File: src/rtl/esc_pkg.sv
// ----------------------------------------------------------------------------
// esc_pkg: shared constants and types for the epoch seconds calendar converter
// Holds field widths, the reciprocal constants used for exact division by
// constants, and the month term table.
// ----------------------------------------------------------------------------
`default_nettype none

package esc_pkg;

    // Field widths.
    localparam int SEC_W  = 38;
    localparam int YEAR_W = 14;
    localparam int JDN_W  = 25;

    // Reciprocals: floor(x / d) == (x * ceil(2^k / d)) >> k, with k = n + clog2(d).
    // Seconds / 86400 is done as (seconds >> 7) / 675 on 31 bits.
    localparam logic [31:0] M_DAY  = 32'(((64'd1 << 41) + 64'd674) / 64'd675);
    // 4p / 146097 with 4p below 2^25.
    localparam logic [25:0] M_CENT = 26'(((64'd1 << 43) + 64'd146096) / 64'd146097);
    // 4000(r + 1) / 1461001 with the dividend below 2^30.
    localparam logic [30:0] M_YEAR = 31'(((64'd1 << 51) + 64'd1461000) / 64'd1461001);
    // Time of day / 3600 on 17 bits.
    localparam logic [17:0] M_HOUR = 18'(((64'd1 << 29) + 64'd3599) / 64'd3600);
    // Seconds of the hour / 60 on 12 bits.
    localparam logic [12:0] M_MIN  = 13'(((64'd1 << 18) + 64'd59) / 64'd60);
    // 80t / 2447 on 18 bits.
    localparam logic [18:0] M_MON  = 19'(((64'd1 << 30) + 64'd2446) / 64'd2447);
    // Value / 5 on 13 bits.
    localparam logic [13:0] M_FIVE = 14'(((64'd1 << 16) + 64'd4) / 64'd5);
    // (y + 100) / 100 on 15 bits.
    localparam logic [15:0] M_HUND = 16'(((64'd1 << 22) + 64'd99) / 64'd100);
    // Julian day / 7 on 25 bits.
    localparam logic [25:0] M_WEEK = 26'(((64'd1 << 28) + 64'd6) / 64'd7);

    // Request fields as they travel beside the arithmetic.
    typedef struct packed {
        logic              action;
        logic [SEC_W-1:0]  seconds;
        logic [YEAR_W-1:0] year;
        logic [3:0]        month;
        logic [4:0]        day;
        logic [4:0]        hour;
        logic [5:0]        minute;
        logic [5:0]        second;
    } req_t;

    // floor(367 * (month - 2 - 12m) / 12), where m is -1 for months up to February.
    function automatic logic [8:0] month_term(input logic [3:0] month);
        logic [8:0] val;
        case (month)
            4'd0:    val = 9'd305;
            4'd1:    val = 9'd336;
            4'd2:    val = 9'd367;
            4'd3:    val = 9'd30;
            4'd4:    val = 9'd61;
            4'd5:    val = 9'd91;
            4'd6:    val = 9'd122;
            4'd7:    val = 9'd152;
            4'd8:    val = 9'd183;
            4'd9:    val = 9'd214;
            4'd10:   val = 9'd244;
            4'd11:   val = 9'd275;
            4'd12:   val = 9'd305;
            4'd13:   val = 9'd336;
            4'd14:   val = 9'd367;
            default: val = 9'd397;
        endcase
        return val;
    endfunction

endpackage

`default_nettype wire

File: src/rtl/esc_wday.sv
// ----------------------------------------------------------------------------
// esc_wday: weekday unit
// Takes a Julian day number in stage four, reduces it modulo seven and
// carries the weekday and weekend flag through stage eight.
// ----------------------------------------------------------------------------
`default_nettype none

module esc_wday (
    input  wire logic                         clk,
    input  wire logic [esc_pkg::JDN_W-1:0]    jdn,
    output logic      [2:0]                   weekday,
    output logic                              is_weekend
);

    // Stage 4: quotient by seven.
    logic [50:0] qprod;
    logic [22:0] q4_reg;
    logic [24:0] x4_reg;

    assign qprod = 51'(jdn) * 51'(esc_pkg::M_WEEK);

    // Stage 5: remainder gives the weekday.
    logic [24:0] rem;
    logic [2:0]  wd5_next;

    assign rem      = x4_reg - 25'(q4_reg) * 25'd7;
    assign wd5_next = rem[2:0] + 3'd1;

    // Stages 5 to 8 hold the weekday in line with the calendar results.
    logic [2:0] wd_dly_reg [0:3];
    logic       we_dly_reg [0:3];

    always_ff @(posedge clk)
    begin
        q4_reg        <= qprod[50:28];
        x4_reg        <= jdn;
        wd_dly_reg[0] <= wd5_next;
        we_dly_reg[0] <= (wd5_next > 3'd5);
        for (int i = 1; i < 4; i++)
        begin
            wd_dly_reg[i] <= wd_dly_reg[i-1];
            we_dly_reg[i] <= we_dly_reg[i-1];
        end
    end

    assign weekday    = wd_dly_reg[3];
    assign is_weekend = we_dly_reg[3];

endmodule

`default_nettype wire

File: config.mk
export PLATFORM = sky130hd
export DESIGN_NAME = esc_wday
export DESIGN_NICKNAME = d
export VERILOG_FILES = /design/src/rtl/esc_pkg.sv /design/src/rtl/esc_wday.sv
export SDC_FILE = /design/constraint.sdc
export NUM_CORES = 1
export LEC_CHECK = 0
export BUFFER_PORTS_ARGS = -buffer_cell sky130_fd_sc_hd__buf_2
export CELL_PAD_IN_SITES_DETAIL_PLACEMENT = 0
export CELL_PAD_IN_SITES_GLOBAL_PLACEMENT = 1
export CORE_AREA = 3 3 110 112
export DETAILED_ROUTE_END_ITERATION = 8
export DIE_AREA = 0 0 113 115
export GPL_ROUTABILITY_DRIVEN = 1
export GPL_TIMING_DRIVEN = 0
export PLACE_DENSITY = 0.9
export SLEW_MARGIN = 20
export SYNTH_ARGS = -nofsm -noshare
export SYNTH_HDL_FRONTEND = slang
export SYNTH_SLANG_ARGS = --single-unit
File: constraint.sdc
create_clock -name clk -period 6.3 [get_ports clk]
set_clock_uncertainty 0.05 [all_clocks]
set_input_delay 0.315 -clock clk [delete_from_list [all_inputs] [get_ports clk]]
set_output_delay 0.315 -clock clk [all_outputs]
set_load 0.005 [all_outputs]
Word level (Yosys, flattened, before mapping)
Memory sizes are Yosys's and may differ from the RTL's. Cells that the tools add are included. W data, S select, Z words.

Order comparisons: 1. Add/subtract/negate cells: 2. Multipliers: 2.

Operator list (count): $mul A25 B26 Y51 const B (1); $mul A23 B3 Y3 const B (1); $add A3 B1 Y3 const B (1); $gt A3 B3 Y1 const B (1); $sub A3 B3 Y3 (1).

Memory bits (writable): 16. Memories kept: 2. Output and inout bits: 4. Register bits: 26. Word-level logic and storage cells: 9.

Memory list: wd_dly_reg (depth 4, width 3, read ports 4, clocked after Yosys merged registers in 0, write ports 4, RTL line esc_wday.sv:30) `logic [2:0] wd_dly_reg [0:3];`; we_dly_reg (depth 4, width 1, read ports 4, clocked after Yosys merged registers in 0, write ports 4, RTL line esc_wday.sv:31) `logic we_dly_reg [0:3];`.

Longest topological paths before layout
Depth in word-level cells: 4. Mapped depth: 20. Mapped depth without buffers: 20.

Worst setup path after synthesis
OpenSTA, ideal clock, no wires.

Kind: input to register. From: input jdn[23] (netlist name). To: register q4_reg[1]. Setup slack: 1234 ps. Arrival: 4894 ps. Cell stages on the path: 19. Library setup time: 123 ps. Buffers on the path: 0. Cells stage by stage: inv_1 -> ha_1 -> ha_1 -> or2_2 -> fa_1 -> inv_1 -> fa_1 -> fa_1 -> inv_1 -> fa_1 -> inv_1 -> fa_1 -> inv_1 -> ha_1 -> a21o_1 -> a21o_1 -> a2111oi_2 -> o21ai_1 -> xor2_1.

Cells in the longest elaborated chain, start to end: 1.

Ends and longest elaborated chain: start: declaration (RTL line esc_wday.sv:10) `input wire logic [esc_pkg::JDN_W-1:0] jdn,`; $mul A25 B26 Y51 (RTL line esc_wday.sv:20) `assign qprod = 51'(jdn) * 51'(esc_pkg::M_WEEK);`; net qprod[29] (RTL line esc_wday.sv:16) `logic [50:0] qprod;`; end signal: assignment (RTL line esc_wday.sv:35) `q4_reg <= qprod[50:28];`; end: declaration (RTL line esc_wday.sv:17) `logic [22:0] q4_reg;`.

The timed path passes the listed nets, and every way through them passes these cells.

Worst setup path in the final report
Ends and elaborated chain as after synthesis.

==> PnR_summary.wiki <==
{| class="wikitable"
! Metric !! Value
|-
| Cell taking the most area after synthesis || sky130_fd_sc_hd__fa_1
|-
| Number of nets still failing antenna checks after routing || 0
|-
| Area growth, synth to finish || 7.332%
|-
| Buffers from clock root to sink, at most || 2
|-
| Netlist area before placement || ~0.0056 mm^2
|-
| Global router's overall resource usage || between 15 and 20%
|-
| Number of nets at the end of the flow || between 800 and 900
|-
| Number of gates resized after CTS || 0
|-
| Final antenna diode count || 0
|-
| Starting utilization of the core area || about half
|-
| Setup total negative slack || 0 ns
|-
| Ratio of routed vias to standard cells || ~4.9
|-
| Wire length after detailed routing || 10500 um
|-
| Root buffer cell || sky130_fd_sc_hd__clkbuf_16
|-
| Detailed-router iteration count before antenna repair || 4
|-
| Fraction of layout cells with a size suffix above 1 || 7.131%
|-
| Synth cell types || 33
|-
| Post-synthesis sequential area ratio || just under 8%
|-
| Synthesis-stage register bit count || 22
|-
| Final number of hold-violating endpoints || 0
|-
| Top fanout value on the critical path || 4
|-
| Actual transition at the worst max-transition pin || between 0.4 and 0.5 ns
|-
| Number of pins with negative max-slew slack in the final report || 0
|-
| Outcome || complete, no violations
|-
| Post-synth top area share || about a third
|-
| Count of routing violations after the opening detailed-route iteration || 132
|-
| Reg clk slew, reported paths || 0.05 ns
|-
| Synthesized Nets || between 800 and 900
|-
| Count of maximum capacitance violations || 0
|-
| Non-Filler Cell Area, Final || about 0.0060 mm^2
|-
| Area of the placeable core || roughly 0.011 mm^2
|-
| H-tree level count || 1
|-
| Count of hold buffers inserted by post-cts repair || 0
|-
| Post-Synthesis Mean Instance Area || about 9.9 um^2
|-
| Number of setup violations in the final report || 0
|-
| Worst setup path category || in2reg
|-
| Sinks on the clock net || 22
|-
| Detailed-placement wirelength estimate || 9941 um
|-
| Site row count || 39
|-
| Top cells by area, synth || sky130_fd_sc_hd__fa_1 35%, sky130_fd_sc_hd__ha_1 32%, sky130_fd_sc_hd__inv_1 15%
|-
| Leftover overflow at the end of global routing || 0
|-
| Worst slew margin relative to its limit || approximately 69%
|-
| Total number of vias || 3661
|-
| Number of global-route vias before repair || around 4000
|-
| Combined area of the multi-input logic cells || between 0.004 and 0.005 mm^2
|-
| Final RePlAce weighted congestion || roughly 0.84
|-
| Die height || around 120 um
|-
| Wire length of the first global-routing pass || roughly 18000 um
|-
| Number of clock buffers inserted by TritonCTS || 3
|-
| Register cell area after layout || about 440 um^2
|-
| Chip Width || 113 um
|-
| Number of buffer cells added on primary ports || 29
|-
| Nature of the critical path endpoint || register
|-
| Post-route minimum period || 5.314 ns
|-
| DRC Markers || 0
|-
| Maximum clock rate || approximately 190 MHz
|-
| Required time of the worst setup path || 6.38 ns
|-
| CTS tree || built
|-
| Number of flip-flops under the largest register name || 12
|-
| Setup bufs post-CTS || 0
|-
| Area enclosed by the die boundary || approximately 0.013 mm^2
|-
| Number of fillers in the final layout || roughly 1000
|-
| Maximum number of pins on one net before global-route repair || 13
|-
| Share of the clock period used by the worst path after layout || 84.35%
|-
| Arrival time of data at the critical path endpoint || ~5.4 ns
|-
| Yosys synthesis warning count || 0
|-
| Startpoint Class || input port
|-
| Class of the most critical hold timing path || in2reg
|-
| RSZ-0062 raised after global routing || false
|-
| Number of cells produced by synthesis || 570
|-
| Wire per inst || around 14 um
|-
| Antenna violations before repair || 0
|-
| Later-pin clock latency in the skew report || ~0.25 ns
|-
| DP Area || 0.005956 mm^2
|-
| IO Count || 30
|}
-- cell type report --
cell class / instances / share of cell area (%)
multi-input combinational: 329 / 72.28
inverter: 219 / 13.60
sequential: 22 / 7.286
tap: 143 / 2.960
timing repair buffer: 29 / 2.401
clock buffer: 4 / 1.470
-- path summary, 6_finish.rpt --
| check | start | end | slack [ns] | cells after the start |
|---|---|---|---|---|
| worst min-delay path | jdn[1] | x4_reg[1] | 0.20 | 1 |
| worst max-delay path | jdn[23] | q4_reg[1] | 0.99 | 19 |
| worst max register to register | q4_reg[0] | we_dly_reg[0] | 4.37 | 9 |
| worst min register to register | wd_dly_reg[2][0] | wd_dly_reg[3][0] | 0.27 | 0 |
-- routing by layer --
layer / routed length (um) / up-vias / global-route usage (%)
met5: 0 / - / 0
met4: 118 / 0 / 2.404
met3: 259 / 12 / 1.000
met2: 5680 / 48 / 32.82
met1: 4437 / 1818 / 22.41
li1: - / 1783 / -
-- Yosys cell counts, drive strengths merged --
cell	number
inv	219
or2	4
ha	143
o22ai	1
a211oi	2
nand4	5
dfxtp	22
a221o	1
a21boi	2
a21oi	8
nand2	3
a2111oi	2
o21a	3
nor2	7
xor2	4
a221oi	1
o2111ai	1
o21ai	7
fa	98
nand3	10
xnor2	15
o311a	1
a21o	4
nor4	1
o211ai	2
o221ai	1
and2	1
a31oi	1
nor3	1
-- worst max-delay path: stages --
cell                        delay (ns)
sky130_fd_sc_hd__buf_2            0.12
sky130_fd_sc_hd__inv_1            0.06
sky130_fd_sc_hd__ha_1             0.31
sky130_fd_sc_hd__fa_1             0.52
sky130_fd_sc_hd__inv_1            0.06
sky130_fd_sc_hd__fa_1             0.48
sky130_fd_sc_hd__fa_1             0.52
sky130_fd_sc_hd__fa_1             0.55
sky130_fd_sc_hd__fa_1             0.56
sky130_fd_sc_hd__inv_1            0.05
sky130_fd_sc_hd__fa_1             0.50
sky130_fd_sc_hd__inv_1            0.04
sky130_fd_sc_hd__ha_1             0.33
sky130_fd_sc_hd__nand3_1          0.12
sky130_fd_sc_hd__nor2_1           0.09
sky130_fd_sc_hd__o311a_1          0.15
sky130_fd_sc_hd__a2111oi_2        0.32
sky130_fd_sc_hd__o21ai_1          0.14
sky130_fd_sc_hd__xor2_1           0.16
-- kinds of logic (layout without fill, tap and decap cells) --
group           count (synthesis)  count (layout)  synth area share, %
simple gates                   32              32                2.866
fa+ha+maj                     241             241                66.61
flops                          22              22                7.820
xor+xnor                       19              19                2.955
compound gates                 37              37                5.154
buf+inv                       219             252                14.60
-- layout by cell type (no fill, tap or decap), drive strengths merged, types with 4 or more instances in the layout --
master	instances
a21o	4
o21ai	7
dfxtp	22
nand4	5
nor2	7
fa	98
a21oi	8
xnor2	15
xor2	4
or2	4
clkbuf	4
nand3	10
inv	219
buf	29
ha	143
-- through the flow --
step / util [%] / hold slack [ns] / cells / worst slack [ns]
floorplan: - / 0.2596 / 570 / 1.234
global placement: 52.61 / 0.2619 / 742 / 0.8200
detailed placement: 52.61 / 0.2621 / 742 / 0.7001
CTS: 53.39 / 0.1971 / 746 / 0.9589
global route: 53.39 / 0.1960 / 746 / 0.7412
finish: 53.39 / 0.2021 / 746 / 0.9858
Power is not shown: default switching activity piles up to over one toggle a cycle in this logic, so the estimate is an artifact.
