**config.mk**
```make
export PLATFORM = sky130hd
export DESIGN_NAME = esc_s2c
export DESIGN_NICKNAME = d
export VERILOG_FILES = /design/src/rtl/esc_pkg.sv /design/src/rtl/esc_s2c.sv
export SDC_FILE = /design/constraint.sdc
export NUM_CORES = 2
export LEC_CHECK = 0
export ABC_AREA = 1
export BUFFER_PORTS_ARGS = -buffer_cell sky130_fd_sc_hd__buf_2
export CORE_MARGIN = 2
export CORE_UTILIZATION = 55
export CTS_CLUSTER_DIAMETER = 120
export DETAILED_ROUTE_END_ITERATION = 10
export HOLD_SLACK_MARGIN = 0.03
export PLACE_DENSITY = 0.74
export SETUP_SLACK_MARGIN = 0.2
export SLEW_MARGIN = 20
export SYNTH_ARGS = -nofsm -noshare
export SYNTH_HDL_FRONTEND = slang
export SYNTH_SLANG_ARGS = --single-unit
```
**constraint.sdc**
```tcl
create_clock -name clk -period 9.5 [get_ports clk]
set_input_delay 1.9 -clock clk [delete_from_list [all_inputs] [get_ports clk]]
set_output_delay 1.9 -clock clk [all_outputs]
set_load 0.03 [all_outputs]
```
**src/rtl/esc_pkg.sv**
```systemverilog
// ----------------------------------------------------------------------------
// esc_pkg: shared constants and types for the epoch seconds calendar converter
// Holds field widths, the reciprocal constants used for exact division by
// constants, and the month term table.
// ----------------------------------------------------------------------------
`default_nettype none

package esc_pkg;

    // Field widths.
    localparam int SEC_W  = 38;
    localparam int YEAR_W = 14;
    localparam int JDN_W  = 25;

    // Reciprocals: floor(x / d) == (x * ceil(2^k / d)) >> k, with k = n + clog2(d).
    // Seconds / 86400 is done as (seconds >> 7) / 675 on 31 bits.
    localparam logic [31:0] M_DAY  = 32'(((64'd1 << 41) + 64'd674) / 64'd675);
    // 4p / 146097 with 4p below 2^25.
    localparam logic [25:0] M_CENT = 26'(((64'd1 << 43) + 64'd146096) / 64'd146097);
    // 4000(r + 1) / 1461001 with the dividend below 2^30.
    localparam logic [30:0] M_YEAR = 31'(((64'd1 << 51) + 64'd1461000) / 64'd1461001);
    // Time of day / 3600 on 17 bits.
    localparam logic [17:0] M_HOUR = 18'(((64'd1 << 29) + 64'd3599) / 64'd3600);
    // Seconds of the hour / 60 on 12 bits.
    localparam logic [12:0] M_MIN  = 13'(((64'd1 << 18) + 64'd59) / 64'd60);
    // 80t / 2447 on 18 bits.
    localparam logic [18:0] M_MON  = 19'(((64'd1 << 30) + 64'd2446) / 64'd2447);
    // Value / 5 on 13 bits.
    localparam logic [13:0] M_FIVE = 14'(((64'd1 << 16) + 64'd4) / 64'd5);
    // (y + 100) / 100 on 15 bits.
    localparam logic [15:0] M_HUND = 16'(((64'd1 << 22) + 64'd99) / 64'd100);
    // Julian day / 7 on 25 bits.
    localparam logic [25:0] M_WEEK = 26'(((64'd1 << 28) + 64'd6) / 64'd7);

    // Request fields as they travel beside the arithmetic.
    typedef struct packed {
        logic              action;
        logic [SEC_W-1:0]  seconds;
        logic [YEAR_W-1:0] year;
        logic [3:0]        month;
        logic [4:0]        day;
        logic [4:0]        hour;
        logic [5:0]        minute;
        logic [5:0]        second;
    } req_t;

    // floor(367 * (month - 2 - 12m) / 12), where m is -1 for months up to February.
    function automatic logic [8:0] month_term(input logic [3:0] month);
        logic [8:0] val;
        case (month)
            4'd0:    val = 9'd305;
            4'd1:    val = 9'd336;
            4'd2:    val = 9'd367;
            4'd3:    val = 9'd30;
            4'd4:    val = 9'd61;
            4'd5:    val = 9'd91;
            4'd6:    val = 9'd122;
            4'd7:    val = 9'd152;
            4'd8:    val = 9'd183;
            4'd9:    val = 9'd214;
            4'd10:   val = 9'd244;
            4'd11:   val = 9'd275;
            4'd12:   val = 9'd305;
            4'd13:   val = 9'd336;
            4'd14:   val = 9'd367;
            default: val = 9'd397;
        endcase
        return val;
    endfunction

endpackage

`default_nettype wire

```
**src/rtl/esc_s2c.sv**
```systemverilog
// ----------------------------------------------------------------------------
// esc_s2c: seconds to calendar pipeline
// Eight register stages split a second count into date and time of day.
// The Julian day number leaves after stage three for the weekday unit.
// ----------------------------------------------------------------------------
`default_nettype none

module esc_s2c (
    input  wire logic                         clk,
    input  wire logic [esc_pkg::SEC_W-1:0]    secs,
    output logic      [esc_pkg::JDN_W-1:0]    jdn,
    output logic      [esc_pkg::YEAR_W-1:0]   year,
    output logic      [3:0]                   month,
    output logic      [4:0]                   day,
    output logic      [4:0]                   hour,
    output logic      [5:0]                   minute,
    output logic      [5:0]                   second
);

    // Stage 1: whole days.
    logic [62:0] dprod;
    logic [21:0] days1_next, days1_reg;
    logic [37:0] secs1_reg;

    assign dprod      = 63'(secs[37:7]) * 63'(esc_pkg::M_DAY);
    assign days1_next = dprod[62:41];

    // Stage 2: time of day, shifted day count and the 400-year cycle.
    logic [37:0] tfull;
    logic [22:0] p_next, p2_reg, wdx2_next, wdx2_reg;
    logic [50:0] qprod;
    logic [7:0]  q2_next, q2_reg;
    logic [16:0] tod2_next, tod2_reg;

    assign tfull     = secs1_reg - 38'(days1_reg) * 38'd86400;
    assign tod2_next = tfull[16:0];
    assign p_next    = 23'(days1_reg) + 23'd2483588;
    assign qprod     = 51'({p_next, 2'b00}) * 51'(esc_pkg::M_CENT);
    assign q2_next   = qprod[50:43];
    assign wdx2_next = 23'(days1_reg) + 23'd2415019;

    // Stage 3: day within the cycle and the hour.
    logic [24:0] rsub;
    logic [17:0] r3_next, r3_reg;
    logic [34:0] hprod;
    logic [4:0]  hr3_next, hr3_reg;
    logic [13:0] yb3_next, yb3_reg;
    logic [16:0] tod3_reg;
    logic [22:0] wdx3_reg;

    assign rsub     = 25'(p2_reg) - ((25'(q2_reg) * 25'd146097 + 25'd3) >> 2);
    assign r3_next  = rsub[17:0];
    assign hprod    = 35'(tod2_reg) * 35'(esc_pkg::M_HOUR);
    assign hr3_next = hprod[33:29];
    assign yb3_next = 14'(q2_reg) * 14'd100 - 14'd4900;

    // Stage 4: year within the cycle and the seconds of the hour.
    logic [29:0] sx;
    logic [60:0] sprod;
    logic [8:0]  s4_next, s4_reg;
    logic [16:0] remf;
    logic [11:0] rem4_next, rem4_reg;
    logic [17:0] r4_reg;
    logic [4:0]  hr4_reg;
    logic [13:0] yb4_reg;

    assign sx        = (30'(r3_reg) + 30'd1) * 30'd4000;
    assign sprod     = 61'(sx) * 61'(esc_pkg::M_YEAR);
    assign s4_next   = sprod[59:51];
    assign remf      = tod3_reg - 17'(hr3_reg) * 17'd3600;
    assign rem4_next = remf[11:0];

    // Stage 5: day within the year and the minute.
    logic [19:0] tsum;
    logic [10:0] t5_next, t5_reg;
    logic [24:0] mprod;
    logic [5:0]  mn5_next, mn5_reg;
    logic [13:0] y5_next, y5_reg;
    logic [11:0] rem5_reg;
    logic [4:0]  hr5_reg;

    assign tsum     = 20'(r4_reg) + 20'd31 - ((20'(s4_reg) * 20'd1461) >> 2);
    assign t5_next  = tsum[10:0];
    assign mprod    = 25'(rem4_reg) * 25'(esc_pkg::M_MIN);
    assign mn5_next = mprod[23:18];
    assign y5_next  = yb4_reg + 14'(s4_reg);

    // Stage 6: month index and the second.
    logic [17:0] ux;
    logic [36:0] uprod;
    logic [4:0]  u6_next, u6_reg;
    logic [11:0] scf;
    logic [5:0]  sc6_next, sc6_reg;
    logic [10:0] t6_reg;
    logic [13:0] y6_reg;
    logic [4:0]  hr6_reg;
    logic [5:0]  mn6_reg;

    assign ux       = 18'(t5_reg) * 18'd80;
    assign uprod    = 37'(ux) * 37'(esc_pkg::M_MON);
    assign u6_next  = uprod[34:30];
    assign scf      = rem5_reg - 12'(mn5_reg) * 12'd60;
    assign sc6_next = scf[5:0];

    // Stage 7: year and month, and the month start term.
    logic        v7;
    logic [13:0] year7_next, year7_reg;
    logic [4:0]  mon7;
    logic [3:0]  month7_next, month7_reg;
    logic [16:0] xprod;
    logic [12:0] x7_next, x7_reg;
    logic [10:0] t7_reg;
    logic [4:0]  hr7_reg;
    logic [5:0]  mn7_reg, sc7_reg;

    assign v7          = (u6_reg >= 5'd11);
    assign year7_next  = y6_reg + 14'(v7);
    assign mon7        = u6_reg + 5'd2 - (v7 ? 5'd12 : 5'd0);
    assign month7_next = mon7[3:0];
    assign xprod       = 17'(u6_reg) * 17'd2447;
    assign x7_next     = xprod[16:4];

    // Stage 8: day of month.
    logic [26:0] fprod;
    logic [10:0] dsub;
    logic [4:0]  day8_next, day8_reg;
    logic [13:0] year8_reg;
    logic [3:0]  month8_reg;
    logic [4:0]  hr8_reg;
    logic [5:0]  mn8_reg, sc8_reg;

    assign fprod     = 27'(x7_reg) * 27'(esc_pkg::M_FIVE);
    assign dsub      = t7_reg - fprod[26:16];
    assign day8_next = dsub[4:0];

    // Stage registers advance every cycle.
    always_ff @(posedge clk)
    begin
        days1_reg  <= days1_next;
        secs1_reg  <= secs;
        p2_reg     <= p_next;
        q2_reg     <= q2_next;
        tod2_reg   <= tod2_next;
        wdx2_reg   <= wdx2_next;
        r3_reg     <= r3_next;
        hr3_reg    <= hr3_next;
        yb3_reg    <= yb3_next;
        tod3_reg   <= tod2_reg;
        wdx3_reg   <= wdx2_reg;
        s4_reg     <= s4_next;
        rem4_reg   <= rem4_next;
        r4_reg     <= r3_reg;
        hr4_reg    <= hr3_reg;
        yb4_reg    <= yb3_reg;
        t5_reg     <= t5_next;
        mn5_reg    <= mn5_next;
        y5_reg     <= y5_next;
        rem5_reg   <= rem4_reg;
        hr5_reg    <= hr4_reg;
        u6_reg     <= u6_next;
        sc6_reg    <= sc6_next;
        t6_reg     <= t5_reg;
        y6_reg     <= y5_reg;
        hr6_reg    <= hr5_reg;
        mn6_reg    <= mn5_reg;
        year7_reg  <= year7_next;
        month7_reg <= month7_next;
        x7_reg     <= x7_next;
        t7_reg     <= t6_reg;
        hr7_reg    <= hr6_reg;
        mn7_reg    <= mn6_reg;
        sc7_reg    <= sc6_reg;
        day8_reg   <= day8_next;
        year8_reg  <= year7_reg;
        month8_reg <= month7_reg;
        hr8_reg    <= hr7_reg;
        mn8_reg    <= mn7_reg;
        sc8_reg    <= sc7_reg;
    end

    assign jdn    = 25'(wdx3_reg);
    assign year   = year8_reg;
    assign month  = month8_reg;
    assign day    = day8_reg;
    assign hour   = hr8_reg;
    assign minute = mn8_reg;
    assign second = sc8_reg;

endmodule

`default_nettype wire

```
=== Word-level counts from Yosys, hierarchy flattened ===
Index checks and enable logic that the tools add are counted.
W data, S select, Z words.

* Word-level logic and storage cells: 74
* Input bits: 39
* Flip-flop bits (word level): 404

* $add $sub $neg: 16
* Magnitude comparators: 1
* $mul: 16
* Mux-type cells: 1

{| class="wikitable"
|+ Operator list
! cell !! count
|-
| $mul A31 B32 Y63 const B || 1
|-
| $mul A25 B31 Y55 const B || 1
|-
| $mul A23 B24 Y47 const B || 1
|-
| $add A22 B22 Y23 const B || 2
|-
| $mul A17 B18 Y34 const B || 1
|-
| $mul A14 B15 Y27 const B || 1
|-
| $mul A19 B7 Y25 const B || 1
|-
| $mul A12 B12 Y23 const B || 1
|-
| $mul A22 B10 Y10 const B || 1
|-
| $add A20 B2 Y20 const B || 1
|-
| $mul A8 B18 Y20 const B || 1
|-
| $add A18 B1 Y19 const B || 1
|-
| $mul A13 B12 Y19 const B || 1
|-
| $sub A18 B18 Y18 || 1
|-
| $mul A5 B12 Y17 const B || 1
|-
| $sub A17 B17 Y17 || 1
|-
| $add A14 B1 Y14 || 1
|-
| $add A14 B9 Y14 || 1
|-
| $mul A11 B3 Y14 const B || 1
|-
| $sub A14 B13 Y14 const B || 1
|-
| $mul A9 B11 Y13 const B || 1
|-
| $mul A8 B5 Y12 const B || 1
|-
| $sub A12 B12 Y12 || 1
|-
| $add A11 B5 Y11 const B || 1
|-
| other kinds (9) || 9
|}

=== Longest topological paths before layout ===
* Depth after elaboration: 3
* Mapped depth: 59
* Depth with buffers taken out: 58

=== Least setup slack after synthesis ===
Ideal clock, no wire load.

* Path type: register -> register
* Start: register r3_reg[0]
* End: register s4_reg[5]
* Required time: 9.388 ns
* Slack: -0.563 ns
* Arrival: 9.951 ns
* Cell stages (with the launch flop): 52
* Path buffers: 2
* Cell sequence: dfxtp_1 buf_4 nand2_2 nor2_4 nand4_2 nor2_4 nand3_4 inv_2 nand3_1 xor2_1 inv_1 fa_1 fa_1 inv_1 fa_1 inv_1 fa_1 inv_1 (+16 left out) inv_1 fa_1 fa_1 fa_1 inv_1 fa_1 inv_1 ha_1 nand2_1 inv_1 a21oi_1 nand2_1 nand2_1 nand2_1 a21oi_1 nand2_1 nand2_1 nand2_1

* Word-level cells in the longest chain between the ends: 3

{| class="wikitable"
|+ RTL lines
! item !! line !! source
|-
| start, declared || esc_s2c.sv:44 || <nowiki>logic [17:0] r3_next, r3_reg;</nowiki>
|-
| start signal, assigned || esc_s2c.sv:145 || <nowiki>r3_reg <= r3_next;</nowiki>
|-
| $add A18 B1 Y19 || esc_s2c.sv:67 || <nowiki>assign sx = (30'(r3_reg) + 30'd1) * 30'd4000;</nowiki>
|-
| $mul A19 B7 Y25 || esc_s2c.sv:67 ||
|-
| $mul A25 B31 Y55 || esc_s2c.sv:68 || <nowiki>assign sprod = 61'(sx) * 61'(esc_pkg::M_YEAR);</nowiki>
|-
| net sprod[56] || esc_s2c.sv:59 || <nowiki>logic [60:0] sprod;</nowiki>
|-
| end signal, assigned || esc_s2c.sv:150 || <nowiki>s4_reg <= s4_next;</nowiki>
|-
| end, declared || esc_s2c.sv:60 || <nowiki>logic [8:0] s4_next, s4_reg;</nowiki>
|}

The timed path passes the listed nets, and every way through them passes these cells.

=== Final worst setup path ===
* Start: register r3_reg[1]
* End: register s4_reg[1]

Same word-level chain as after synthesis.

==> impl_metrics.json <==
{
  "start_kind": "flop",
  "grt-busiest-layer": "met2",
  "min_from": "yb3_reg[6]",
  "finClkSkew_ps": 30.9,
  "clk_pin_slew_ps": 70,
  "core_area_mm2": 0.134,
  "hold_depth": 0,
  "endpoint_kind": "flop",
  "finalMaxSlewViolations": 0,
  "grt_pass1_wl_um": 324000,
  "avgSynthCellArea_um2": 8.44,
  "cp.required_ps": 10020,
  "yosysSeqAreaShare_pct": 10.8,
  "synth.distinct_cells": 62,
  "detailedPlace.worstSlack_ps": -628,
  "setup_tns_ps": -2530,
  "worst_slack_ps": -327,
  "post-route-period-util_pct": 103,
  "grt_use_total_pct": 30.2,
  "synthSimpleGateAreaFrac_pct": 13.3,
  "synth-compound-area-share_pct": 4.67,
  "antenna_found_initial": 8,
  "path_buf_inv": 12,
  "violations": "setup timing",
  "hold_class": "flop to flop",
  "rr_endpoint": "s4_reg[1]",
  "grt_util_met3_pct": 3.93,
  "syn_area_mm2": 0.0741,
  "drv_cap": 0,
  "period_needed_ps": 9830,
  "ant_nets": 0,
  "grt_max_degree": 17,
  "cts_buffers": 46,
  "clockBufferDepth": 3,
  "io_pins": 104,
  "syn_to_final_growth_pct": 11.6,
  "die-area_mm2": 0.138,
  "synthMuxAreaShare_pct": 0,
  "use_met2_pct": 52.1,
  "synthAdderAreaFrac_pct": 55.5,
  "crit_arrival_ps": 10340,
  "crit_type": "flop to flop",
  "rr_startpoint": "r3_reg[1]",
  "grt_pass1_vias": 61300,
  "r2r_cells": 45,
  "crit_family": "adder cells",
  "status": "finished, violations left",
  "cp_slowest_cell": "fa_2",
  "setup_viol": 9,
  "fin_hold_ws_ps": 313,
  "path_max_fanout": 5,
  "avgRoutedWirePerCell_um": 18.2,
  "rsz0062_at_grt": "yes",
  "drt_pre_antenna_iters": 8,
  "final_cell_mix": "inv_1, nand2_1, ha_1",
  "io_buffers": 101,
  "die_h_um": 371,
  "finalHoldViolCount": 0,
  "ys_warn_count": 0,
  "place_hpwl_um": 180000,
  "synth_top_family_by_area": "adder cells",
  "tritoncts": "built",
  "cts.sinks": 400,
  "synthXorXnorAreaFrac_pct": 3.15,
  "gp_congestion": 1.03,
  "vias": 57500,
  "crit_path_max_incr_delay_ps": 600,
  "insertion_delay_ps": 640,
  "ys_seq_elements": 400,
  "initial_utilization_pct": 55.5,
  "use_met1_pct": 37.4,
  "final_common_cell": "inv_1",
  "layout-drive-gt1-share_pct": 9.27,
  "die_w_um": 371,
  "fill_cells": 11500,
  "num_rows": 134,
  "overflow": 0,
  "synth_cells": 8783,
  "final_nets": 12000,
  "vias_per_cell": 5.17,
  "hold_end": "yb4_reg[6]",
  "drt_iter0_drc": 3518,
  "timing.slew.headroom_pct": 31.5,
  "fmax_mhz": 102,
  "regToRegSetupSlack_ps": -330,
  "wirelength_um": 203000,
  "tightest_slew_ps": 1020,
  "root_buffer": "clkbuf_16",
  "cts_hold_buffers": 0,
  "drc": 0,
  "ctsHtreeMaxLevel": 2
}
## worst register-to-register path: cells and delay by family (launching register included)
kind	cells	cell delay, ps
flops	1	360
simple gates	16	1880
buf+inv	12	820
fa+ha+maj	14	6110
compound gates	1	150
xor+xnor	2	430
## synthesized netlist by cell type (all sizes together)
master,instances,area (µm²)
a22oi,2,15.0
nor3,76,397
or2,7,43.8
nand4,78,509
o31ai,3,22.5
o211ai,7,52.6
buf,8,47.5
inv,2472,9280
nor4,12,75.1
o221ai,1,8.76
a21o,31,233
clkinv,1,5.00
o21ai,153,773
a21oi,360,1810
fa,1102,22100
nand2b,1,6.26
nor3b,3,22.5
a21boi,12,90.1
o2111ai,2,17.5
and3,9,56.3
o21bai,37,278
o22ai,1,6.26
o21a,8,60.1
nor2,378,1460
o311ai,1,8.76
nand3,239,1220
nand2,1552,5850
and2,11,68.8
o221a,1,11.3
dfxtp,400,8010
o31a,1,8.76
xor2,166,1480
nand3b,15,125
clkbuf,3,12.5
a221oi,1,8.76
ha,1525,19100
conb,1,3.75
a31oi,10,62.6
xnor2,93,856
## cell families (layout without fill, tap and decap cells)
| group | Yosys count | count (layout) |
|---|---|---|
| XOR/XNOR | 259 | 259 |
| AND/OR/NAND/NOR | 2381 | 2381 |
| buffers and inverters | 2484 | 3040 |
| flip-flops | 400 | 400 |
| other | 1 | 5 |
| AO/OA/AOI/OAI | 631 | 631 |
| adder cells (fa/ha/maj) | 2627 | 2627 |
## cell type report
class | instances | area [µm²] | area share, %
Timing Repair Buffer | 484 | 3450 | 4.17
Clock inverter | 26 | 325 | 0.393
Tap cell | 1768 | 2210 | 2.67
Inverter | 2473 | 9300 | 11.2
Multi-Input combinational cell | 5900 | 58100 | 70.3
Antenna cell | 3 | 7.51 | 0.00907
Clock buffer | 57 | 1280 | 1.55
Sequential cell | 400 | 8010 | 9.68
## how the worst max path moves through the flow
stage	start	endpoint	slack (ps)	cells past startpoint
2_1_floorplan	r3_reg[0]	s4_reg[3]	5	49
3_3_place_gp	r3_reg[0]	s4_reg[2]	-440	50
3_5_place_dp	r3_reg[0]	s4_reg[1]	-630	46
4_1_cts	r3_reg[0]	s4_reg[6]	-240	48
5_1_grt	r3_reg[1]	s4_reg[0]	-740	48
6_report	r3_reg[1]	s4_reg[1]	-330	45
## metrics by stage
| step | util (%) | instances | cell area [µm²] |
|---|---|---|---|
| floorplan | - | 8784 | 74600 |
| finish | 61.9 | 11100 | 82700 |
| global placement | 59.7 | 11000 | 79800 |
| CTS | 61.6 | 11100 | 82300 |
| detailed placement | 59.7 | 11000 | 79800 |
| global route | 61.9 | 11100 | 82700 |
## routing by layer
layer | routed length [µm] | vias up
li1 | - | 27700
met1 | 84000 | 27600
met2 | 96400 | 1576
met3 | 10900 | 485
met4 | 11000 | 10
met5 | 77 | -
## what timing repair did
item | 4_1_cts | 5_1_grt
pin swaps | 86 | 81
endpoints found under the hold margin | 0 | 0
resized for setup | 145 | 92
buffers inserted | 29 | 14
setup endpoints to repair | 9 | 9
Power is left out: the tool's default activity adds up to more than one toggle a clock period on the data nets, which glitch-free logic cannot reach.
