<file path="config.mk">
export PLATFORM = sky130hd
export DESIGN_NAME = esc_c2s
export DESIGN_NICKNAME = d
export VERILOG_FILES = /design/src/rtl/esc_pkg.sv /design/src/rtl/esc_c2s.sv
export SDC_FILE = /design/constraint.sdc
export NUM_CORES = 1
export LEC_CHECK = 0
export BUFFER_PORTS_ARGS = -buffer_cell sky130_fd_sc_hd__buf_2
export CORE_MARGIN = 4
export CORE_UTILIZATION = 50
export CTS_CLUSTER_DIAMETER = 50
export DETAILED_ROUTE_END_ITERATION = 6
export GPL_ROUTABILITY_DRIVEN = 1
export GPL_TIMING_DRIVEN = 0
export HOLD_SLACK_MARGIN = 0.06
export PLACE_DENSITY = 0.73
export SLEW_MARGIN = 5
export SYNTH_ARGS = -nofsm -noshare
export SYNTH_HDL_FRONTEND = slang
export SYNTH_SLANG_ARGS = --single-unit
</file>
<file path="constraint.sdc">
create_clock -name clk -period 14 [get_ports clk]
set_clock_uncertainty 0.15 [all_clocks]
set_input_delay 2.8 -clock clk [delete_from_list [all_inputs] [get_ports clk]]
set_output_delay 2.8 -clock clk [all_outputs]
set_load 0.01 [all_outputs]
</file>
<file path="src/rtl/esc_pkg.sv">
// ----------------------------------------------------------------------------
// esc_pkg: shared constants and types for the epoch seconds calendar converter
// Holds field widths, the reciprocal constants used for exact division by
// constants, and the month term table.
// ----------------------------------------------------------------------------
`default_nettype none

package esc_pkg;

    // Field widths.
    localparam int SEC_W  = 38;
    localparam int YEAR_W = 14;
    localparam int JDN_W  = 25;

    // Reciprocals: floor(x / d) == (x * ceil(2^k / d)) >> k, with k = n + clog2(d).
    // Seconds / 86400 is done as (seconds >> 7) / 675 on 31 bits.
    localparam logic [31:0] M_DAY  = 32'(((64'd1 << 41) + 64'd674) / 64'd675);
    // 4p / 146097 with 4p below 2^25.
    localparam logic [25:0] M_CENT = 26'(((64'd1 << 43) + 64'd146096) / 64'd146097);
    // 4000(r + 1) / 1461001 with the dividend below 2^30.
    localparam logic [30:0] M_YEAR = 31'(((64'd1 << 51) + 64'd1461000) / 64'd1461001);
    // Time of day / 3600 on 17 bits.
    localparam logic [17:0] M_HOUR = 18'(((64'd1 << 29) + 64'd3599) / 64'd3600);
    // Seconds of the hour / 60 on 12 bits.
    localparam logic [12:0] M_MIN  = 13'(((64'd1 << 18) + 64'd59) / 64'd60);
    // 80t / 2447 on 18 bits.
    localparam logic [18:0] M_MON  = 19'(((64'd1 << 30) + 64'd2446) / 64'd2447);
    // Value / 5 on 13 bits.
    localparam logic [13:0] M_FIVE = 14'(((64'd1 << 16) + 64'd4) / 64'd5);
    // (y + 100) / 100 on 15 bits.
    localparam logic [15:0] M_HUND = 16'(((64'd1 << 22) + 64'd99) / 64'd100);
    // Julian day / 7 on 25 bits.
    localparam logic [25:0] M_WEEK = 26'(((64'd1 << 28) + 64'd6) / 64'd7);

    // Request fields as they travel beside the arithmetic.
    typedef struct packed {
        logic              action;
        logic [SEC_W-1:0]  seconds;
        logic [YEAR_W-1:0] year;
        logic [3:0]        month;
        logic [4:0]        day;
        logic [4:0]        hour;
        logic [5:0]        minute;
        logic [5:0]        second;
    } req_t;

    // floor(367 * (month - 2 - 12m) / 12), where m is -1 for months up to February.
    function automatic logic [8:0] month_term(input logic [3:0] month);
        logic [8:0] val;
        case (month)
            4'd0:    val = 9'd305;
            4'd1:    val = 9'd336;
            4'd2:    val = 9'd367;
            4'd3:    val = 9'd30;
            4'd4:    val = 9'd61;
            4'd5:    val = 9'd91;
            4'd6:    val = 9'd122;
            4'd7:    val = 9'd152;
            4'd8:    val = 9'd183;
            4'd9:    val = 9'd214;
            4'd10:   val = 9'd244;
            4'd11:   val = 9'd275;
            4'd12:   val = 9'd305;
            4'd13:   val = 9'd336;
            4'd14:   val = 9'd367;
            default: val = 9'd397;
        endcase
        return val;
    endfunction

endpackage

`default_nettype wire

</file>
<file path="src/rtl/esc_c2s.sv">
// ----------------------------------------------------------------------------
// esc_c2s: calendar to seconds pipeline
// Eight register stages combine date and time into a second count.
// The Julian day number leaves after stage three for the weekday unit.
// ----------------------------------------------------------------------------
`default_nettype none

module esc_c2s (
    input  wire logic                         clk,
    input  wire logic [esc_pkg::YEAR_W-1:0]   year,
    input  wire logic [3:0]                   month,
    input  wire logic [4:0]                   day,
    input  wire logic [4:0]                   hour,
    input  wire logic [5:0]                   minute,
    input  wire logic [5:0]                   second,
    output logic      [esc_pkg::JDN_W-1:0]    jdn,
    output logic      [esc_pkg::SEC_W-1:0]    seconds,
    output logic                              oor
);

    // Stage 1: shifted year, month term and time of day.
    logic        early;
    logic [14:0] ym1_next, ym1_reg;
    logic [8:0]  b1_reg;
    logic [16:0] tod1_next, tod1_reg;
    logic [4:0]  day1_reg;

    assign early     = (month <= 4'd2);
    assign ym1_next  = 15'(year) + 15'd4800 - 15'(early);
    assign tod1_next = 17'(hour) * 17'd3600 + 17'(minute) * 17'd60 + 17'(second);

    // Stage 2: leap day count and century count.
    logic [26:0] aprod;
    logic [24:0] a2_next, a2_reg;
    logic [30:0] cprod;
    logic [7:0]  c2_next, c2_reg;
    logic [8:0]  b2_reg;
    logic [16:0] tod2_reg;
    logic [4:0]  day2_reg;

    assign aprod   = 27'(ym1_reg) * 27'd1461;
    assign a2_next = aprod[26:2];
    assign cprod   = 31'(ym1_reg + 15'd100) * 31'(esc_pkg::M_HUND);
    assign c2_next = cprod[29:22];

    // Stage 3: day count from the epoch and the Julian day number.
    logic [9:0]  cc;
    logic [26:0] days3_next, days3_reg;
    logic [26:0] jsum;
    logic [24:0] jdn3_next, jdn3_reg;
    logic [16:0] tod3_reg;

    assign cc         = (10'(c2_reg) * 10'd3) >> 2;
    assign days3_next = 27'(a2_reg) + 27'(b2_reg) + 27'(day2_reg) - 27'(cc) - 27'd2447094;
    assign jsum       = days3_next + 27'd2415019 + 27'(tod2_reg >= 17'd86400);
    assign jdn3_next  = jsum[24:0];

    // Stage 4: total seconds, or zero before the epoch.
    logic [41:0] sprod;
    logic [37:0] sec4_next, sec4_reg;
    logic        oor4_next, oor4_reg;

    assign sprod     = 42'(days3_reg[24:0]) * 42'd86400 + 42'(tod3_reg);
    assign oor4_next = days3_reg[26];
    assign sec4_next = oor4_next ? 38'd0 : sprod[37:0];

    // Stages 5 to 8 align the result with the other path.
    logic [37:0] sec_dly_reg [0:3];
    logic        oor_dly_reg [0:3];

    always_ff @(posedge clk)
    begin
        ym1_reg  <= ym1_next;
        b1_reg   <= esc_pkg::month_term(month);
        tod1_reg <= tod1_next;
        day1_reg <= day;
        a2_reg   <= a2_next;
        c2_reg   <= c2_next;
        b2_reg   <= b1_reg;
        tod2_reg <= tod1_reg;
        day2_reg <= day1_reg;
        days3_reg <= days3_next;
        jdn3_reg <= jdn3_next;
        tod3_reg <= tod2_reg;
        sec4_reg <= sec4_next;
        oor4_reg <= oor4_next;
        sec_dly_reg[0] <= sec4_reg;
        oor_dly_reg[0] <= oor4_reg;
        for (int i = 1; i < 4; i++)
        begin
            sec_dly_reg[i] <= sec_dly_reg[i-1];
            oor_dly_reg[i] <= oor_dly_reg[i-1];
        end
    end

    assign jdn     = jdn3_reg;
    assign seconds = sec_dly_reg[3];
    assign oor     = oor_dly_reg[3];

endmodule

`default_nettype wire

</file>
# After elaboration in Yosys (flattened, before gate mapping)
# Memories as Yosys holds them, arrays and structs flattened. A register that Yosys moved wholly into a read port is not among the register bits.
# Cells that the tools add are included.
# op_classes
add_sub_neg	12
n_reduce_logical	0
shift	0
order_cmp	2
eq_ne	0
n_mux	0
bitwise_logic	0
mul	6
div	0
# op_table
operator	n
$add 38x17->38	1
$mul 25x10->31 const B	1
$mul 16x13->27 const B	1
$sub 26x8->27	1
$sub 27x22->27 const B	1
$add 25x5->26	1
$mul 15x11->26 const B	1
$add 24x9->25	1
$add 25x1->25	1
$add 25x22->25 const B	1
$add 17x12->17	1
$add 17x6->17	1
$ge 17x17->1 const B	1
$add 15x7->16 const B	1
$add 14x13->15 const B	1
$sub 15x1->15	1
$mul 5x8->13 const B	1
$mul 6x4->10 const B	1
$mul 8x2->10 const B	1
$le 4x2->1 const B	1
# totals
output_inout_bits	64
latchBits	0
ram_bits	156
rom_bits	144
memories	3
register_bits	208
# mem_list
name	words	word_bits	read_ports	rd_ports_with_merged_regs	write_ports	line_no	text
sec_dly_reg	4	38	4	0	4	esc_c2s.sv:68	logic [37:0] sec_dly_reg [0:3];
(name not given)	16	9	1	1	0	esc_pkg.sv:50	case (month)
oor_dly_reg	4	1	4	0	4	esc_c2s.sv:69	logic oor_dly_reg [0:3];

# Longest topological paths before layout
# Gate-level depths: netlist (run 1).
# depth
depth_word	6
depth_mapped	25
ltp_nobuf	25

# Least setup slack after synthesis (run 1)
# No wires, ideal clock.
# synth_path
path_type	input -> register
startpoint	input port minute[0]
endpoint	register tod1_reg[13]
cell_stages	17
required_ns	13.718
n_path_buf	0
setup_ns	0.132
arrival_ns	6.455
setup_slack_ns	7.262
cell_sequence	fa_1 -> fa_1 -> inv_1 -> fa_1 -> fa_1 -> inv_1 -> ha_1 -> a21o_1 -> a21oi_1 -> o21bai_1 -> a21oi_1 -> o21bai_1 -> a21oi_1 -> nor2b_1 -> o21a_1 -> nor2_1 -> xnor2_1
# synth_via
elab_chain_cells	3
# synth_rtl
item	line_no	text
start, declared	esc_c2s.sv:14	input wire logic [5:0] minute,
$mul 6x4->10	esc_c2s.sv:30	assign tod1_next = 17'(hour) * 17'd3600 + 17'(minute) * 17'd60 + 17'(second);
$add 17x12->17	esc_c2s.sv:30	
$add 17x6->17	esc_c2s.sv:30	
via tod1_next[13]	esc_c2s.sv:25	logic [16:0] tod1_next, tod1_reg;
end signal, assigned	esc_c2s.sv:75	tod1_reg <= tod1_next;
end, declared	esc_c2s.sv:25	
# The timed path passes the listed nets, and every way through them passes these cells.
# A chain may end at the register's enable or synchronous reset.

# Worst setup path after layout (run 1)
# layout_path
startpoint	register ym1_reg[2]
endpoint	register c2_reg[7]
# layout_via
elab_chain_cells	2
# layout_rtl
item	line_no	text
start, declared	esc_c2s.sv:23	logic [14:0] ym1_next, ym1_reg;
start signal, assigned	esc_c2s.sv:73	ym1_reg <= ym1_next;
$add 15x7->16	esc_c2s.sv:43	assign cprod = 31'(ym1_reg + 15'd100) * 31'(esc_pkg::M_HUND);
$mul 16x13->27	esc_c2s.sv:43	
via cprod[29]	esc_c2s.sv:35	logic [30:0] cprod;
end signal, assigned	esc_c2s.sv:78	c2_reg <= c2_next;
end, declared	esc_c2s.sv:36	logic [7:0] c2_next, c2_reg;
# The timed path passes the listed nets, and every way through them passes these cells.

==> out/results.ini, run 1 <==
[worst_setup_path]
setup.worst_path.start_class=flop
r2r_cells=21
setup.worst_path.class=flop to flop
end_kind=flop
cp.required_ns=14.33
crit_fanout=9
reg2reg_setup_slack_ns=6.60
critPathArrivalTime_ns=7.73

[synth]
synth.top_cell.area_share_pct=30.0
synth_nets=3067
yosysWarningCount=0
ys_top_cells_by_count=528 x inv_1, 415 x ha_1, 372 x dfxtp_1
avgSynthCellArea_um2=10.4
synthFlopType=dfxtp_1
ys_async_sr_fraction_pct=0
synth_cell_types=92
ys_top_cells_by_area=dfxtp_1 30%, ha_1 21%, fa_1 18%, inv_1 8.0%, xnor2_1 3.9%
yosys.area.top_type=dfxtp_1
ys_seq_area_share_pct=30.0
yosysMostFrequentCell=inv_1
synth-edff-count=0
syn_inst=2393
netlist_area_mm2=0.0248
ys_seq_elements=372

[routing]
dr.pass1.iters=5
drtIter0Drc=481
vias=15700
drt-total-wl_mm=44.5
antenna_left=0
drc=0
wl_per_cell_um=13.8
routed_via_density=4.86

[clock_network]
cts_hold_buf=0
cts_buffers=40
clockRootBuffer=clkbuf_16
clockBufferDepth=3
cts.repair.resized=0
cts_setup_buffers=0
cts.sinks=372
cts.reportedPaths.clkPinSlew_ns=0.06
cts_tree=built
clock_latency_ns=0.57
htree_levels=2

[flow_run]
cap_violations=0

[placed_design]
port_buffers=103
gp_congestion=0.871
detailed_place_hpwl_mm=38.0
dp.cells=3160
placed_area_mm2=0.0262

[floorplan]
fp.dieH_um=231
rows=81
core_area_mm2=0.0491
design.die.area_mm2=0.0533
initial_utilization_pct=50.6
io_pins=105
chipWidth_um=231

[grt]
grt_overflow_total=0
grt_max_degree=17
grt_pass1_vias=16300
antenna_found_initial=0
track_usage_pct=17.1
grt_pass1_wl_mm=76.1

[timing]
setup_viol_count_final=0
setup_tns_ns=0
rsz0062_at_grt=false
fmax_mhz=135
slew_violations=0
slew_headroom_pct=28.4
min_period_ns=7.40
hold_viol=0
period_share_pct=52.8
tightestPinTransition_ns=1.06

[worst_hold_path]
hold_depth=0
holdCritPathClass=flop to flop

[layout]
nets=3212
drive_above_1_share_pct=8.84
fin_cells=3233
area_delta_synth_final_pct=11.0
fin_area_mm2=0.0276
largest_reg_flops=152

[outcome]
status=finished clean

per-stage QoR:
step	setup WS, ns	utilization [%]	hold slack, ns
4_1_cts	6.56	56.2	0.167
3_3_place_gp	6.70	53.3	0.160
6_report	6.60	56.2	0.166
5_1_grt	6.11	56.2	0.169
3_5_place_dp	6.62	53.3	0.162
2_1_floorplan	7.26	-	0.160
cell families after synthesis:
| family | synth area share, % |
|---|---|
| compound gates | 9.66 |
| xor+xnor | 6.40 |
| fa+ha+maj | 38.5 |
| buf+inv | 8.33 |
| flops | 30.0 |
| mux | 0.388 |
| simple gates | 6.72 |
cells in the final DEF, fill, tap and decap left out, drive strengths merged, types with 10 or more instances in the layout:
cell | Yosys | final
nand4 | 15 | 15
inv | 528 | 534
clkbuf | 13 | 65
dfxtp | 372 | 372
ha | 415 | 415
and3 | 13 | 13
a211oi | 10 | 10
a21o | 52 | 52
nand2 | 61 | 61
nand2b | 16 | 16
clkinv | 0 | 12
a21oi | 108 | 108
xor2 | 62 | 62
buf | 6 | 109
nor3 | 25 | 25
o21a | 10 | 10
fa | 218 | 218
xnor2 | 112 | 112
nor2b | 25 | 25
o211ai | 14 | 14
a31oi | 11 | 11
nand3 | 29 | 29
nor2 | 77 | 77
o21bai | 26 | 26
o21ai | 56 | 56
path summary, 6_finish.rpt:
path | start | to
max reg2reg | ym1_reg[2]$_DFF_P_ | c2_reg[7]$_DFF_P_
max | ym1_reg[2]$_DFF_P_ | c2_reg[7]$_DFF_P_
min | sec4_reg[32]$_SDFF_PP0_ | sec_dly_reg[0][32]$_DFF_P_
min reg2reg | sec4_reg[32]$_SDFF_PP0_ | sec_dly_reg[0][32]$_DFF_P_
critical path: stages, from the launching register on:
cell	delay, ns
dfxtp_1	0.56
ha_1	0.25
a21oi_1	0.10
a21boi_0	0.45
nand3_1	0.15
xor2_1	0.60
inv_1	0.23
ha_1	0.39
fa_1	0.51
fa_1	0.52
inv_1	0.05
fa_1	0.46
fa_1	0.59
inv_1	0.06
ha_1	0.28
nand4_1	0.09
o21a_1	0.22
o41ai_1	0.86
a31o_2	0.31
a211oi_1	0.11
o21bai_1	0.16
xnor2_1	0.16
layout make-up:
type	count	area (um^2)
multi-input cells	1474	15300
flip-flops and latches	372	7450
clock inverters	20	244
inverters	528	1980
fillers	4244	21500
well taps	664	831
repair buffers	103	515
plain buffers	19	86.3
clock buffers	52	1150
diodes	1	2.50
layer usage:
metal | wire length [um] | global-route usage (%) | vias to the layer above | part of all wire [%]
li1 | - | - | 8029 | -
met3 | 1400 | 2.27 | 77 | 3.2
met5 | 0 | 0 | - | 0
met2 | 23100 | 32.2 | 231 | 52
met1 | 18800 | 20.2 | 7379 | 42
met4 | 1110 | 5.30 | 0 | 2.5
Power of run 1 is left out: the tool's default activity adds up to more than one toggle a clock period on the data nets, which glitch-free logic cannot reach.
==> run 2: changes to the inputs <==
Settings changed: ABC_AREA set to 1.
Clock period 14 ns to 7 ns, I/O delays scaled along.
==> run 2 against run 1 <==
Effect of this change:
- synthesized cell count up 31%
- sequential cell count unchanged
- count of clock-buffer cells in the layout did not move
- setup slack worse by 6.1 ns
- wire length increased by 16%
- critical endpoint is now c2_reg[4]$_DFF_P_
==> out/results.ini, run 2 <==
[worst_setup_path]
crit_fanout=7
reg2reg_from=ym1_reg[2]$_DFF_P_
path_cells=nand2_1 -> inv_1 -> nand2_1 -> nand2_1 -> nand4_1 -> nor2_1 -> xor2_1 -> inv_1 -> fa_1 -> inv_1 -> ha_1 -> fa_1 -> fa_1 -> fa_1 -> ha_1 -> nand2_1 -> nor2_1 -> nand2_1 -> nor3_1 -> nand2_1 -> nand4_1 -> nand3_1 -> nand3_1 -> xor2_1
r2r_cells=24
crit_slowest_cell=xor2_1
cp.required_ns=7.31
setup.worst_path.start_class=flop
end_kind=flop
crit_top_cell=nand2_1
setup.worst_path.class=flop to flop
reg2reg_setup_slack_ns=0.49
path_buf_inv=3
cp_top_family=adder cells
rr_endpoint=c2_reg[4]$_DFF_P_
critPathArrivalTime_ns=6.83
max_stage_delay_ns=0.66

[layout]
nFillCells=4704
seqCellArea_mm2=0.00745
final_cell_mix=749 x inv_1, 583 x nand2_1, 415 x ha_1
largest_reg_flops=152
drive_above_1_share_pct=7.91
area_delta_synth_final_pct=11.0
final_util_pct=56.2
nets=3965
multi_input_area_mm2=0.0163
final_common_cell=inv_1

[worst_hold_path]
hold_depth=0
holdCritPathClass=flop to flop
whs_endpoint=sec_dly_reg[0][20]$_DFF_P_
min_from=sec4_reg[20]$_SDFF_PP0_

[clock_network]
clockRootBuffer=clkbuf_16
clockBufferDepth=3
cts.reportedPaths.clkPinSlew_ns=0.06
clock_latency_ns=0.58
htree_levels=2
cts_setup_buffers=0
cts_tree=built
cts_buffers=41
cts.sinks=372
cts_hold_buf=0
cts.repair.resized=0

[timing]
setup_tns_ns=0
hold_viol=0
setup_viol_count_final=0
tightestPinTransition_ns=0.797
slew_violations=0
rsz0062_at_grt=false
fmax_mhz=154
hold_ws_ns=0.164
slew_headroom_pct=46.7
min_period_ns=6.51
period_share_pct=93.1

[outcome]
status=finished clean

[synth]
ys_seq_area_share_pct=27.9
synth_nets=3819
yosysWarningCount=0
yosys.area.top_type=dfxtp_1
yosysMostFrequentCell=inv_1
synthFlopType=dfxtp_1
synth-edff-count=0
ys_top_cells_by_area=dfxtp_1 28%, ha_1 19%, fa_1 16%, inv_1 11%, nand2_1 8.2%
synth.top_cell.area_share_pct=27.9
syn_inst=3145
ys_async_sr_fraction_pct=0
netlist_area_mm2=0.0267
ys_top_cells_by_count=749 x inv_1, 583 x nand2_1, 415 x ha_1
ys_seq_elements=372
synth_cell_types=45
avgSynthCellArea_um2=8.48

[routing]
vias=19200
drt-total-wl_mm=51.4
routed_via_density=4.79
drtIter0Drc=656
dr.pass1.iters=5
drc=0
wl_per_cell_um=12.8
antenna_left=0

[placed_design]
detailed_place_hpwl_mm=43.8
gp_congestion=0.922
port_buffers=103

[floorplan]
io_pins=105
core_area_mm2=0.0527
design.die.area_mm2=0.0571
initial_utilization_pct=50.7
rows=84
chipWidth_um=239
fp.dieH_um=239

[grt]
antenna_found_initial=5
grt_overflow_total=0
grt_max_degree=17
track_usage_pct=18.5
grt_pass1_wl_mm=88.1
grt_pass1_vias=19500

[flow_run]
cap_violations=0

==> run 2: cell count changes after synthesis, sizes merged, moves of 14 or more <==
cell / delta
a21o: -45
xor2: +22
nand2b: -16
nor2b: -25
nand3: +108
nor2: +98
a21oi: +30
o21bai: -14
nand4: +15
inv: +237
o21ai: +15
xnor2: -75
nand2: +556
==> run 2: cells by family after synthesis <==
| family | Yosys count | synth area share, % |
|---|---|---|
| compound gates | 255 | 5.25 |
| fa+ha+maj | 633 | 35.8 |
| flops | 372 | 27.9 |
| xor+xnor | 121 | 4.00 |
| simple gates | 992 | 16.1 |
| buf+inv | 772 | 10.9 |
==> run 2: area by class of cell <==
cell class / instances / area share (%)
sequential: 372 / 25.2
buffer: 6 / 0.0761
timing repair buffer: 103 / 1.74
antenna: 1 / 0.00846
clock buffer: 52 / 3.88
tap: 688 / 2.91
clock inverter: 24 / 1.35
multi-input combinational: 2001 / 55.2
inverter: 766 / 9.72
==> run 2: per-stage QoR <==
stage / area, um^2 / setup WS (ns) / std cells
after global placement: 28000 / 0.564 / 3936
final: 29600 / 0.486 / 4013
after global routing: 29600 / 0.0142 / 4012
after CTS: 29600 / 0.429 / 4012
after detailed placement: 28000 / 0.514 / 3936
after floorplan: 26700 / 1.47 / 3145
==> run 2: worst max path at each step <==
stage	startpoint	end	slack (ns)	cells after the start
finish	ym1_reg[2]$_DFF_P_	c2_reg[4]$_DFF_P_	0.49	24
CTS	ym1_reg[2]$_DFF_P_	c2_reg[4]$_DFF_P_	0.43	24
global placement	ym1_reg[2]$_DFF_P_	c2_reg[4]$_DFF_P_	0.56	25
detailed placement	ym1_reg[2]$_DFF_P_	c2_reg[4]$_DFF_P_	0.51	24
global route	ym1_reg[2]$_DFF_P_	c2_reg[4]$_DFF_P_	0.01	24
floorplan	ym1_reg[2]$_DFF_P_	c2_reg[4]$_DFF_P_	1.47	25
==> run 2: per-layer routing <==
layer / global-route usage (%) / wire [um]
met4: 7.05 / 1980
met1: 20.6 / 20800
met3: 2.58 / 1930
met2: 35.6 / 26600
met5: 0 / 40
Power of run 2 is left out for the same reason.
==> run 3: changes to the inputs <==
Settings changed: CORE_ASPECT_RATIO set to 0.7.
==> run 3 against run 2 <==
Effect of this change:
- sequential cell count is the same
- count of clock-buffer cells in the layout is 8 lower
- wire length increased by 5.3%
- utilization fell by 0.31 points
- non-clock buffer count grew 3
- sequential share of layout area increased by 0.23 points
==> out/results.ini, run 3 (synthesis results as in run 2) <==
[layout]
antenna-diode-count=0
final_cell_mix=749 x inv_1, 583 x nand2_1, 415 x ha_1
multi_input_area_mm2=0.0163
seqCellArea_mm2=0.00745
drive_above_1_share_pct=7.66
final_common_cell=inv_1
largest_reg_flops=152
area_delta_synth_final_pct=9.95
nets=3963
nFillCells=4633

[worst_setup_path]
end_kind=flop
crit_fanout=7
cp.depth=24
critPathArrivalTime_ns=6.71
crit_path_end=c2_reg[6]$_DFF_P_
setup.worst_path.start_class=flop
startpoint=ym1_reg[2]$_DFF_P_
cp_top_family=adder cells
reg2reg_setup_slack_ns=0.62
r2r_cells=24
cp.required_ns=7.33
path_buf_inv=3
reg2reg_from=ym1_reg[2]$_DFF_P_
rr_endpoint=c2_reg[6]$_DFF_P_
crit_slowest_cell=fa_1
setup.worst_path.class=flop to flop
max_stage_delay_ns=0.58
path_cells=ha_1 -> a21oi_1 -> inv_1 -> or2_2 -> nand3_1 -> nor2_1 -> nor2_1 -> inv_1 -> fa_1 -> inv_1 -> ha_1 -> fa_1 -> fa_1 -> fa_1 -> ha_1 -> nand2_1 -> nor2_1 -> nand2_1 -> nor3_1 -> nand2_1 -> nand4_1 -> nand2_1 -> nand3b_1 -> xor2_1

[timing]
hold_viol=0
slew_headroom_pct=49.3
rsz0062_at_grt=false
setup_viol_count_final=0
min_period_ns=6.38
slew_violations=0
tightestPinTransition_ns=0.758
period_share_pct=91.1
fmax_mhz=157
setup_slack_ns=0.621
setup_tns_ns=0

[routing]
wl_per_cell_um=13.5
drt-total-wl_mm=54.1
drtIter0Drc=1195
routed.top_layer=met4
vias=19100
antenna_left=0
dr_wl_met2_mm=22.0
drc=0
routed_via_density=4.77
wl_met3_mm=3.23
wl_met1_mm=27.6
dr.pass1.iters=7

[grt]
grt_max_degree=18
grt_overflow_total=0
track_usage_pct=19.4
antenna_found_initial=0
grt_pass1_vias=18900
grt_pass1_wl_mm=91.9

[clock_network]
clockBufferDepth=3
cts_buffers=36
cts.sinks=372
clock_latency_ns=0.57
clockRootBuffer=clkbuf_16
cts.reportedPaths.clkPinSlew_ns=0.06
cts_tree=built
htree_levels=2
cts_hold_buf=0

[floorplan]
io_pins=105
core_area_mm2=0.0525
initial_utilization_pct=50.8
rows=70
fp.dieH_um=201
design.die.area_mm2=0.0572
chipWidth_um=284

[placed_design]
port_buffers=103
place_ws_ns=0.538
gp_congestion=0.954
detailed_place_hpwl_mm=46.1

[worst_hold_path]
holdCritPathClass=flop to flop

[flow_run]
cap_violations=0

[outcome]
status=finished clean

run 3: cell types whose count changed in the layout (fill, tap and decap cells not counted), sizes merged:
cell      delta
clkinvlp     +2
buf          +3
clkbuf       -8
clkinv       -8
diode        -1
inv          +4
bufinv       -3
run 3: cell type report:
type	instances	share of cell area, %
inverter	766	9.81
tap	684	2.92
multi-input combinational	2001	55.7
sequential	372	25.4
timing repair buffer	106	1.83
clock buffer	44	3.35
clock inverter	19	0.926
buffer	6	0.0768
run 3: metal layers:
metal	global-route usage (%)	vias to the layer above
met5	0	-
met1	28.9	8677
met3	3.56	71
li1	-	9941
met2	29.0	394
met4	4.92	0
run 3: worst min-delay path by stage:
stage / depth (start not counted) / start / end
after global routing: 0 / sec_dly_reg[2][21]$_DFF_P_ / sec_dly_reg[3][21]$_DFF_P_
after detailed placement: 0 / b1_reg[0]$_DFF_P_ / b2_reg[0]$_DFF_P_
after floorplan: 0 / b1_reg[0]$_DFF_P_ / b2_reg[0]$_DFF_P_
final: 0 / sec_dly_reg[2][21]$_DFF_P_ / sec_dly_reg[3][21]$_DFF_P_
after CTS: 0 / sec_dly_reg[2][21]$_DFF_P_ / sec_dly_reg[3][21]$_DFF_P_
after global placement: 0 / sec_dly_reg[0][25]$_DFF_P_ / sec_dly_reg[1][25]$_DFF_P_
run 3: repair_timing:
item | CTS | global route
endpoints found under the hold margin | 0 | 0
resized for setup | 0 | 1
setup buffers | 0 | 3
setup endpoints to repair | 0 | 2
run 3: stage by stage:
| step | area, um^2 | cells | utilization [%] | hold WS [ns] |
|---|---|---|---|---|
| 2_1_floorplan | 26700 | 3145 | - | 0.160 |
| 3_3_place_gp | 28000 | 3932 | 53.5 | 0.160 |
| 3_5_place_dp | 28000 | 3932 | 53.5 | 0.162 |
| 4_1_cts | 29300 | 3995 | 55.8 | 0.152 |
| 5_1_grt | 29300 | 3998 | 55.9 | 0.159 |
| 6_report | 29300 | 3998 | 55.9 | 0.156 |
Power of run 3 is left out for the same reason.
